--- config.mk ---
export PLATFORM = sky130hd
export DESIGN_NAME = integer_counted_set_table
export DESIGN_NICKNAME = d
export VERILOG_FILES = /design/src/sv/icst_pkg.sv /design/src/sv/icst_ram.sv /design/src/sv/integer_counted_set_table.sv
export SDC_FILE = /design/constraint.sdc
export NUM_CORES = 2
export LEC_CHECK = 0
export BUFFER_PORTS_ARGS = -buffer_cell sky130_fd_sc_hd__buf_2
export CAP_MARGIN = 5
export CORE_UTILIZATION = 48
export CTS_CLUSTER_DIAMETER = 60
export CTS_CLUSTER_SIZE = 10
export DETAILED_ROUTE_END_ITERATION = 10
export PLACE_DENSITY = 0.64
export REMOVE_ABC_BUFFERS = 1
export SYNTH_ARGS = -nofsm -noshare
export SYNTH_HDL_FRONTEND = slang
export SYNTH_SLANG_ARGS = --single-unit
--- constraint.sdc ---
create_clock -name clk -period 6.3 [get_ports clk]
set_input_delay 0.945 -clock clk [delete_from_list [all_inputs] [get_ports clk]]
set_output_delay 0.945 -clock clk [all_outputs]
set_load 0.02 [all_outputs]
--- src/sv/icst_pkg.sv ---
// Shared types and constants of the counted multiset table.
package icst_pkg;

	localparam int KIND_W     = 3;
	localparam int KEY_W      = 32;
	localparam int AMOUNT_W   = 32;
	localparam int COUNT_W    = 32;
	localparam int DISTINCT_W = 6;

	localparam logic [KIND_W-1:0] KIND_ADD    = 3'd0;
	localparam logic [KIND_W-1:0] KIND_SUB    = 3'd1;
	localparam logic [KIND_W-1:0] KIND_REMOVE = 3'd2;
	localparam logic [KIND_W-1:0] KIND_QUERY  = 3'd3;
	localparam logic [KIND_W-1:0] KIND_CLEAR  = 3'd4;

	localparam logic STATUS_DONE = 1'b0;
	localparam logic STATUS_FULL = 1'b1;

	typedef enum logic [3:0] {
		ST_IDLE   = 4'b0001,
		ST_SCAN   = 4'b0010,
		ST_SWEEP  = 4'b0100,
		ST_UPDATE = 4'b1000
	} state_t;

endpackage

--- src/sv/icst_ram.sv ---
// Generic single-write, single-read RAM with registered read data.
module icst_ram #(
	parameter int WIDTH = 32,
	parameter int DEPTH = 32
) (
	input  logic                     clk,
	input  logic                     we,
	input  logic [$clog2(DEPTH)-1:0] waddr,
	input  logic [WIDTH-1:0]         wdata,
	input  logic                     re,
	input  logic [$clog2(DEPTH)-1:0] raddr,
	output logic [WIDTH-1:0]         rdata
);

	logic [WIDTH-1:0] mem_q [DEPTH];

	always_ff @(posedge clk) begin
		if (we) begin
			mem_q[waddr] <= wdata;
		end
		if (re) begin
			rdata <= mem_q[raddr];
		end
	end

endmodule

--- src/sv/integer_counted_set_table.sv ---
// Counted multiset table: top level with scan sequencer and update logic.
//
// Usage: each input transaction (kind, key, amount) performs one operation
// on a table of up to CAPACITY keys and yields exactly one output
// transaction (status, found, key_count, distinct_keys). Kinds are add,
// subtract, remove, query and clear all; codes 5 to 7 act as a query.
// Both channels use valid/ready. The block works on one transaction at a
// time: in_ready is high only while the sequencer is idle.
// A lookup reads the key and count memories one slot per cycle, over the
// slots taken so far (at most CAPACITY); a hit ends the scan early. Clear
// all sweeps the taken slots one per cycle.
// The next transaction is accepted in the cycle after the result is
// registered, even if that result is still waiting to be taken.
// If the receiver stalls, the finished result stays in the output register
// and a following operation waits in its update step until it is taken.
// Reset empties the table (no slots taken, no nonzero keys) at once; the
// memories themselves are not cleared, since only taken slots are read.
module integer_counted_set_table #(
	parameter int CAPACITY   = 32,
	parameter int KEY_BITS   = 32,
	parameter int COUNT_BITS = 32
) (
	input  logic                                  clk,
	input  logic                                  arst_n,
	input  logic                                  in_valid,
	output logic                                  in_ready,
	input  logic [icst_pkg::KIND_W-1:0]           kind,
	input  logic signed [icst_pkg::KEY_W-1:0]     key,
	input  logic [icst_pkg::AMOUNT_W-1:0]         amount,
	output logic                                  out_valid,
	input  logic                                  out_ready,
	output logic                                  status,
	output logic                                  found,
	output logic [icst_pkg::COUNT_W-1:0]          key_count,
	output logic [icst_pkg::DISTINCT_W-1:0]       distinct_keys
);

	import icst_pkg::*;

	localparam int AW = $clog2(CAPACITY);
	localparam int CW = $clog2(CAPACITY + 1);
	localparam int SW = ((COUNT_BITS > AMOUNT_W) ? COUNT_BITS : AMOUNT_W) + 1;
	localparam int NX = CW + DISTINCT_W;
	localparam logic [COUNT_BITS-1:0] COUNT_MAX = '1;

	state_t                state_q;
	logic [KIND_W-1:0]     kind_q;
	logic [KEY_BITS-1:0]   key_q;
	logic [AMOUNT_W-1:0]   amount_q;
	logic [CW-1:0]         used_q;
	logic [CW-1:0]         nz_q;
	logic [CW-1:0]         rd_q;
	logic                  cmp_v_q;
	logic [AW-1:0]         cmp_idx_q;
	logic                  hit_q;
	logic [AW-1:0]         slot_q;
	logic [COUNT_BITS-1:0] old_q;
	logic                  out_valid_q;
	logic                  status_q;
	logic                  found_q;
	logic [COUNT_W-1:0]    key_count_q;
	logic [DISTINCT_W-1:0] distinct_q;

	logic [KEY_BITS-1:0]   key_x;
	logic [KEY_BITS-1:0]   key_rdata;
	logic [COUNT_BITS-1:0] cnt_rdata;
	logic                  match;
	logic                  scan_issue;
	logic                  upd_go;
	logic                  key_we;
	logic                  cnt_we;
	logic [AW-1:0]         cnt_waddr;
	logic [COUNT_BITS-1:0] cnt_wdata;

	// Update step results.
	logic [SW-1:0]         sum_w;
	logic [SW-1:0]         amt_w;
	logic [SW-1:0]         diff_w;
	logic [COUNT_BITS-1:0] add_sat;
	logic [COUNT_BITS-1:0] new_sat;
	logic [COUNT_BITS-1:0] res_cnt;
	logic                  upd_we;
	logic                  upd_new;
	logic                  upd_status;
	logic [CW-1:0]         nz_n;
	logic [CW-1:0]         used_n;
	logic [SW-1:0]         res_w;
	logic [NX-1:0]         nz_x;

	// The table keeps the low KEY_BITS bits of the sign-extended key.
	always_comb begin
		for (int b = 0; b < KEY_BITS; b++) begin
			key_x[b] = key[(b < KEY_W) ? b : KEY_W - 1];
		end
	end

	assign in_ready   = (state_q == ST_IDLE);
	assign match      = cmp_v_q && (key_rdata == key_q);
	assign scan_issue = (state_q == ST_SCAN) && !match && (rd_q != used_q);
	assign upd_go     = (state_q == ST_UPDATE) && (!out_valid_q || out_ready);

	always_comb begin
		sum_w   = SW'(old_q) + SW'(amount_q);
		amt_w   = SW'(amount_q);
		diff_w  = SW'(old_q) - amt_w;
		add_sat = (sum_w > SW'(COUNT_MAX)) ? COUNT_MAX : sum_w[COUNT_BITS-1:0];
		new_sat = (amt_w > SW'(COUNT_MAX)) ? COUNT_MAX : amt_w[COUNT_BITS-1:0];

		res_cnt    = '0;
		upd_we     = 1'b0;
		upd_new    = 1'b0;
		upd_status = STATUS_DONE;
		nz_n       = nz_q;
		used_n     = used_q;

		unique case (kind_q)
			KIND_ADD: begin
				if (hit_q) begin
					res_cnt = add_sat;
					upd_we  = 1'b1;
					if (old_q == '0 && add_sat != '0) begin
						nz_n = nz_q + CW'(1);
					end
				end else if (amount_q != '0) begin
					if (used_q == CW'(CAPACITY)) begin
						upd_status = STATUS_FULL;
					end else begin
						res_cnt = new_sat;
						upd_new = 1'b1;
						nz_n    = nz_q + CW'(1);
						used_n  = used_q + CW'(1);
					end
				end
			end
			KIND_SUB: begin
				if (hit_q && old_q != '0) begin
					upd_we = 1'b1;
					if (amt_w >= SW'(old_q)) begin
						res_cnt = '0;
						nz_n    = nz_q - CW'(1);
					end else begin
						res_cnt = diff_w[COUNT_BITS-1:0];
					end
				end
			end
			KIND_REMOVE: begin
				if (hit_q && old_q != '0) begin
					upd_we = 1'b1;
					nz_n   = nz_q - CW'(1);
				end
			end
			KIND_CLEAR: begin
				nz_n = '0;
			end
			default: begin
				if (hit_q) begin
					res_cnt = old_q;
				end
			end
		endcase

		res_w = SW'(res_cnt);
		nz_x  = NX'(nz_n);
	end

	// Write port of the count memory is shared by the sweep and the update.
	always_comb begin
		key_we    = upd_go && upd_new;
		cnt_we    = 1'b0;
		cnt_waddr = slot_q;
		cnt_wdata = res_cnt;
		if (state_q == ST_SWEEP) begin
			cnt_we    = (rd_q != used_q);
			cnt_waddr = rd_q[AW-1:0];
			cnt_wdata = '0;
		end else if (upd_go) begin
			cnt_we = upd_we || upd_new;
			if (upd_new) begin
				cnt_waddr = used_q[AW-1:0];
			end
		end
	end

	icst_ram #(
		.WIDTH(KEY_BITS),
		.DEPTH(CAPACITY)
	) u_key_ram (
		.clk  (clk),
		.we   (key_we),
		.waddr(used_q[AW-1:0]),
		.wdata(key_q),
		.re   (scan_issue),
		.raddr(rd_q[AW-1:0]),
		.rdata(key_rdata)
	);

	icst_ram #(
		.WIDTH(COUNT_BITS),
		.DEPTH(CAPACITY)
	) u_cnt_ram (
		.clk  (clk),
		.we   (cnt_we),
		.waddr(cnt_waddr),
		.wdata(cnt_wdata),
		.re   (scan_issue),
		.raddr(rd_q[AW-1:0]),
		.rdata(cnt_rdata)
	);

	always_ff @(posedge clk or negedge arst_n) begin
		if (!arst_n) begin
			state_q     <= ST_IDLE;
			used_q      <= '0;
			nz_q        <= '0;
			rd_q        <= '0;
			cmp_v_q     <= 1'b0;
			hit_q       <= 1'b0;
			out_valid_q <= 1'b0;
		end else begin
			// A new result may replace one that is taken in the same cycle.
			if (upd_go) begin
				out_valid_q <= 1'b1;
			end else if (out_ready) begin
				out_valid_q <= 1'b0;
			end
			unique case (state_q)
				ST_IDLE: begin
					rd_q    <= '0;
					cmp_v_q <= 1'b0;
					hit_q   <= 1'b0;
					if (in_valid) begin
						state_q <= (kind == KIND_CLEAR) ? ST_SWEEP : ST_SCAN;
					end
				end
				ST_SCAN: begin
					// One slot is read per cycle; its key is compared in the next cycle.
					cmp_v_q <= scan_issue;
					if (match) begin
						hit_q   <= 1'b1;
						state_q <= ST_UPDATE;
					end else if (rd_q == used_q) begin
						state_q <= ST_UPDATE;
					end else begin
						rd_q <= rd_q + CW'(1);
					end
				end
				ST_SWEEP: begin
					if (rd_q == used_q) begin
						state_q <= ST_UPDATE;
					end else begin
						rd_q <= rd_q + CW'(1);
					end
				end
				ST_UPDATE: begin
					if (upd_go) begin
						nz_q    <= nz_n;
						used_q  <= used_n;
						state_q <= ST_IDLE;
					end
				end
				default: begin
					state_q <= ST_IDLE;
				end
			endcase
		end
	end

	// Payload registers.
	always_ff @(posedge clk) begin
		if (state_q == ST_IDLE && in_valid) begin
			kind_q   <= kind;
			key_q    <= key_x;
			amount_q <= amount;
		end
		if (scan_issue) begin
			cmp_idx_q <= rd_q[AW-1:0];
		end
		if (state_q == ST_SCAN && match) begin
			slot_q <= cmp_idx_q;
			old_q  <= cnt_rdata;
		end
		if (upd_go) begin
			status_q    <= upd_status;
			found_q     <= (res_cnt != '0);
			key_count_q <= (res_w > SW'({COUNT_W{1'b1}})) ? '1 : res_w[COUNT_W-1:0];
			distinct_q  <= (nz_x > NX'(63)) ? '1 : nz_x[DISTINCT_W-1:0];
		end
	end

	assign out_valid     = out_valid_q;
	assign status        = status_q;
	assign found         = found_q;
	assign key_count     = key_count_q;
	assign distinct_keys = distinct_q;

endmodule

==> results.sh <==
export IMPL_cts_tree="built"
export IMPL_crit_path_end_kind="flip-flop"
export IMPL_synth_edf_count=2261
export IMPL_die_y_um=439
export IMPL_io_pins=113
export IMPL_maxCapViolations=0
export IMPL_post_cts_buffers=0
export IMPL_cts_made_buffers=286
export IMPL_via_count=46000
export IMPL_power_mw=36.6
export IMPL_antenna_found_initial=16
export IMPL_hold_path_class="in -> async"
export IMPL_dpl_hpwl_um=140000
export IMPL_max_clock_path_buffers=4
export IMPL_path_clk_slew_ps=60
export IMPL_final_common_cell="edfxtp_1"
export IMPL_outcome="finished clean"
export IMPL_cp_required_ps=6930
export IMPL_most_common_layout_cells="edfxtp_1 (2261), mux4_2 (640), clkbuf_16 (292)"
export IMPL_post_cts_resized=0
export IMPL_fin_crit_ps=5770
export IMPL_area_delta_synth_final_pct=13.7
export IMPL_maxSlewHeadroom_pct=25.1
export IMPL_fmax_mhz=173
export IMPL_min_period_over_period_pct=91.6
export IMPL_crit_fanout=16
export IMPL_port_buffers=112
export IMPL_ir_drop_uv=258
export IMPL_worstPathArrival_ps=6410
export IMPL_hold_violations=0
export IMPL_synthCells=4362
export IMPL_vias_per_cell=6.32
export IMPL_rsz0062_at_grt="no"
export IMPL_power_density_nw_per_um2=351
export IMPL_cts_sinks=2286
export IMPL_final_core_util_pct=54.9
export IMPL_routabilityCongestion=0.928
export IMPL_worstMarginPinSlew_ps=1120
export IMPL_avgSynthCellArea_um2=21.1
export IMPL_yosysUniqueCellTypes=97
export IMPL_regArea_um2=68500
export IMPL_drc=0
export IMPL_cts_root_buf="clkbuf_16"
export IMPL_grt_usage_pct=25.5
export IMPL_h_tree_depth=5
export IMPL_nets=4865
export IMPL_cts_hold_buf=0
export IMPL_ant_nets=0
export IMPL_grt_overflow=0
export IMPL_cp_start_kind="flip-flop"
export IMPL_multi_input_area_um2=22600
export IMPL_dp_cells=6944
export IMPL_core_area_um2=190000
export IMPL_clock_skew_ps=55.9
export IMPL_die_w_um=439
export IMPL_grt_max_degree=131
export IMPL_path_class="reg -> reg"
export IMPL_wl_per_cell_um=33.6
export IMPL_yosys_register_bits=2286
export IMPL_drive_above_1_share_pct=30.0
export IMPL_instances_no_fill=7282
export IMPL_power_leakage_nw=32.6
export IMPL_initial_core_util_pct=48.3
export IMPL_drv_slew=0
export IMPL_grt_pass1_wl_um=347000
export IMPL_dieArea_um2=193000
export IMPL_wirelength_um=244000
export IMPL_grt_pass1_vias=46400
export IMPL_clk_latency_ps=910
export IMPL_synth_area_um2=91900
export IMPL_fill_cells=14300
export IMPL_synthArstFlopShare_pct=1.09
export IMPL_yosysWarnings=0
export IMPL_synth_ff_type="edfxtp_1"
export IMPL_synth_seq_area_share_pct=74.6
export IMPL_first_iter_violations=5065
export IMPL_dr_pass1_iters=7
export IMPL_finalSetupViolCount=0
export IMPL_row_count=160
export IMPL_tns_ps=0
[cells by family (layout without fill, tap and decap cells)]
family                     Yosys count  count (layout)  share of synthesized area, %
and+or+nand+nor                    527             527                          2.88
DFF                               2286            2286                          74.6
other                                0              11                             0
xor gates and xnor gates            97              97                         0.925
adders and majority gates           75              75                          1.03
AOI/OAI and AO/OA                  347             347                          2.61
muxes                              716             716                          16.6
buffers and inverters              314             712                          1.35
[per-stage QoR]
step                      hold slack (ps)  instance area [um^2]  setup WS (ps)
after CTS                            47.2                104000            758
final                                88.6                104000            529
after global placement                401                 96800            782
after global routing                 90.8                104000            344
after detailed placement              405                 96800            753
after floorplan                       400                 91000         -15550
[power by group]
group          internal (mW)  switching [mW]
registers               17.5           0.373
logic                   2.04            2.72
clock network           8.30            5.67
[synthesized netlist by cell type, types with 6 or more instances]
library cell / number / area (um^2)
nor3_1: 16 / 80.1
mux2_2: 69 / 777
ha_1: 71 / 888
a21oi_1: 95 / 475
nand4_1: 24 / 150
nand2b_1: 13 / 81.3
mux4_2: 640 / 14400
a31oi_1: 12 / 75.1
o31ai_1: 13 / 97.6
or2_2: 7 / 43.8
o21ai_1: 7 / 35.0
xor2_1: 20 / 175
a211oi_1: 6 / 45.0
buf_2: 11 / 55.1
or4_1: 9 / 67.6
a22oi_1: 9 / 67.6
nand3_1: 29 / 145
o21ai_0: 64 / 320
dfrtp_1: 24 / 601
a222oi_1: 13 / 130
mux2i_1: 7 / 70.1
and2_1: 20 / 125
o21a_1: 11 / 82.6
a2111oi_0: 7 / 61.3
nand2_1: 102 / 383
or3_1: 8 / 50.1
and3_1: 6 / 37.5
a21o_1: 13 / 97.6
edfxtp_1: 2261 / 67900
clkbuf_1: 162 / 608
nor2_1: 190 / 713
nand3b_1: 8 / 60.1
nor4_1: 44 / 275
o211ai_1: 19 / 143
buf_1: 41 / 154
a221oi_1: 12 / 105
nor2b_1: 19 / 119
inv_1: 89 / 334
xnor2_1: 77 / 674
[per-layer routing]
metal,routed length (um),share of wire [%],track usage [%]
met4,8600,3.5,8.83
met3,15300,6.3,3.68
met2,125000,51,43.2
met5,0,0,0
met1,96000,39,34.0
[flip-flops by register name, summed over array words and instances (netlist names), 3 cells and up]
name and cells:
slot_q 5, u_key_ram.rdata 32, cmp_idx_q 5, kind_q 3, key_count 32, amount_q 32, used_q 6, rd_q 6
state_q 4, old_q 32, distinct_keys 6, nz_q 6, key_q 32, u_cnt_ram.mem_q 1024, u_cnt_ram.rdata 32, u_key_ram.mem_q 1024
[worst max-delay path, cell delays in order, from the launching register on]
cell,delay (ps)
edfxtp_1,460
ha_1,580
nor2_1,220
o31ai_2,350
a21oi_1,260
a21o_1,290
a41oi_2,510
a211o_1,680
o211ai_1,190
a21oi_1,750
nand4_1,220
nor4_1,430
nand4_1,140
or4_1,410
[final timing paths]
path	startpoint	end	slack (ps)	cells after the start
setup / recovery	old_q[7]	found	530	13
setup reg to reg	old_q[7]	found	530	13
max in group asynchronous	arst_n	rd_q[2]	5720	1
hold / removal	arst_n	state_q[1]	90	1
min in group clk	key[21]	key_q[21]	210	1
hold reg to reg	cmp_idx_q[1]	slot_q[1]	420	0
[final cells by class]
class	instances	area share (%)
diodes	11	0.0264
clock buffers	310	7.06
clock inverters	17	0.192
inverters	91	0.330
multi-input cells	1762	21.7
flip-flops and latches	2286	65.6
well taps	2511	3.01
repair buffers	294	2.06
Power figures use the tool's default switching activity.
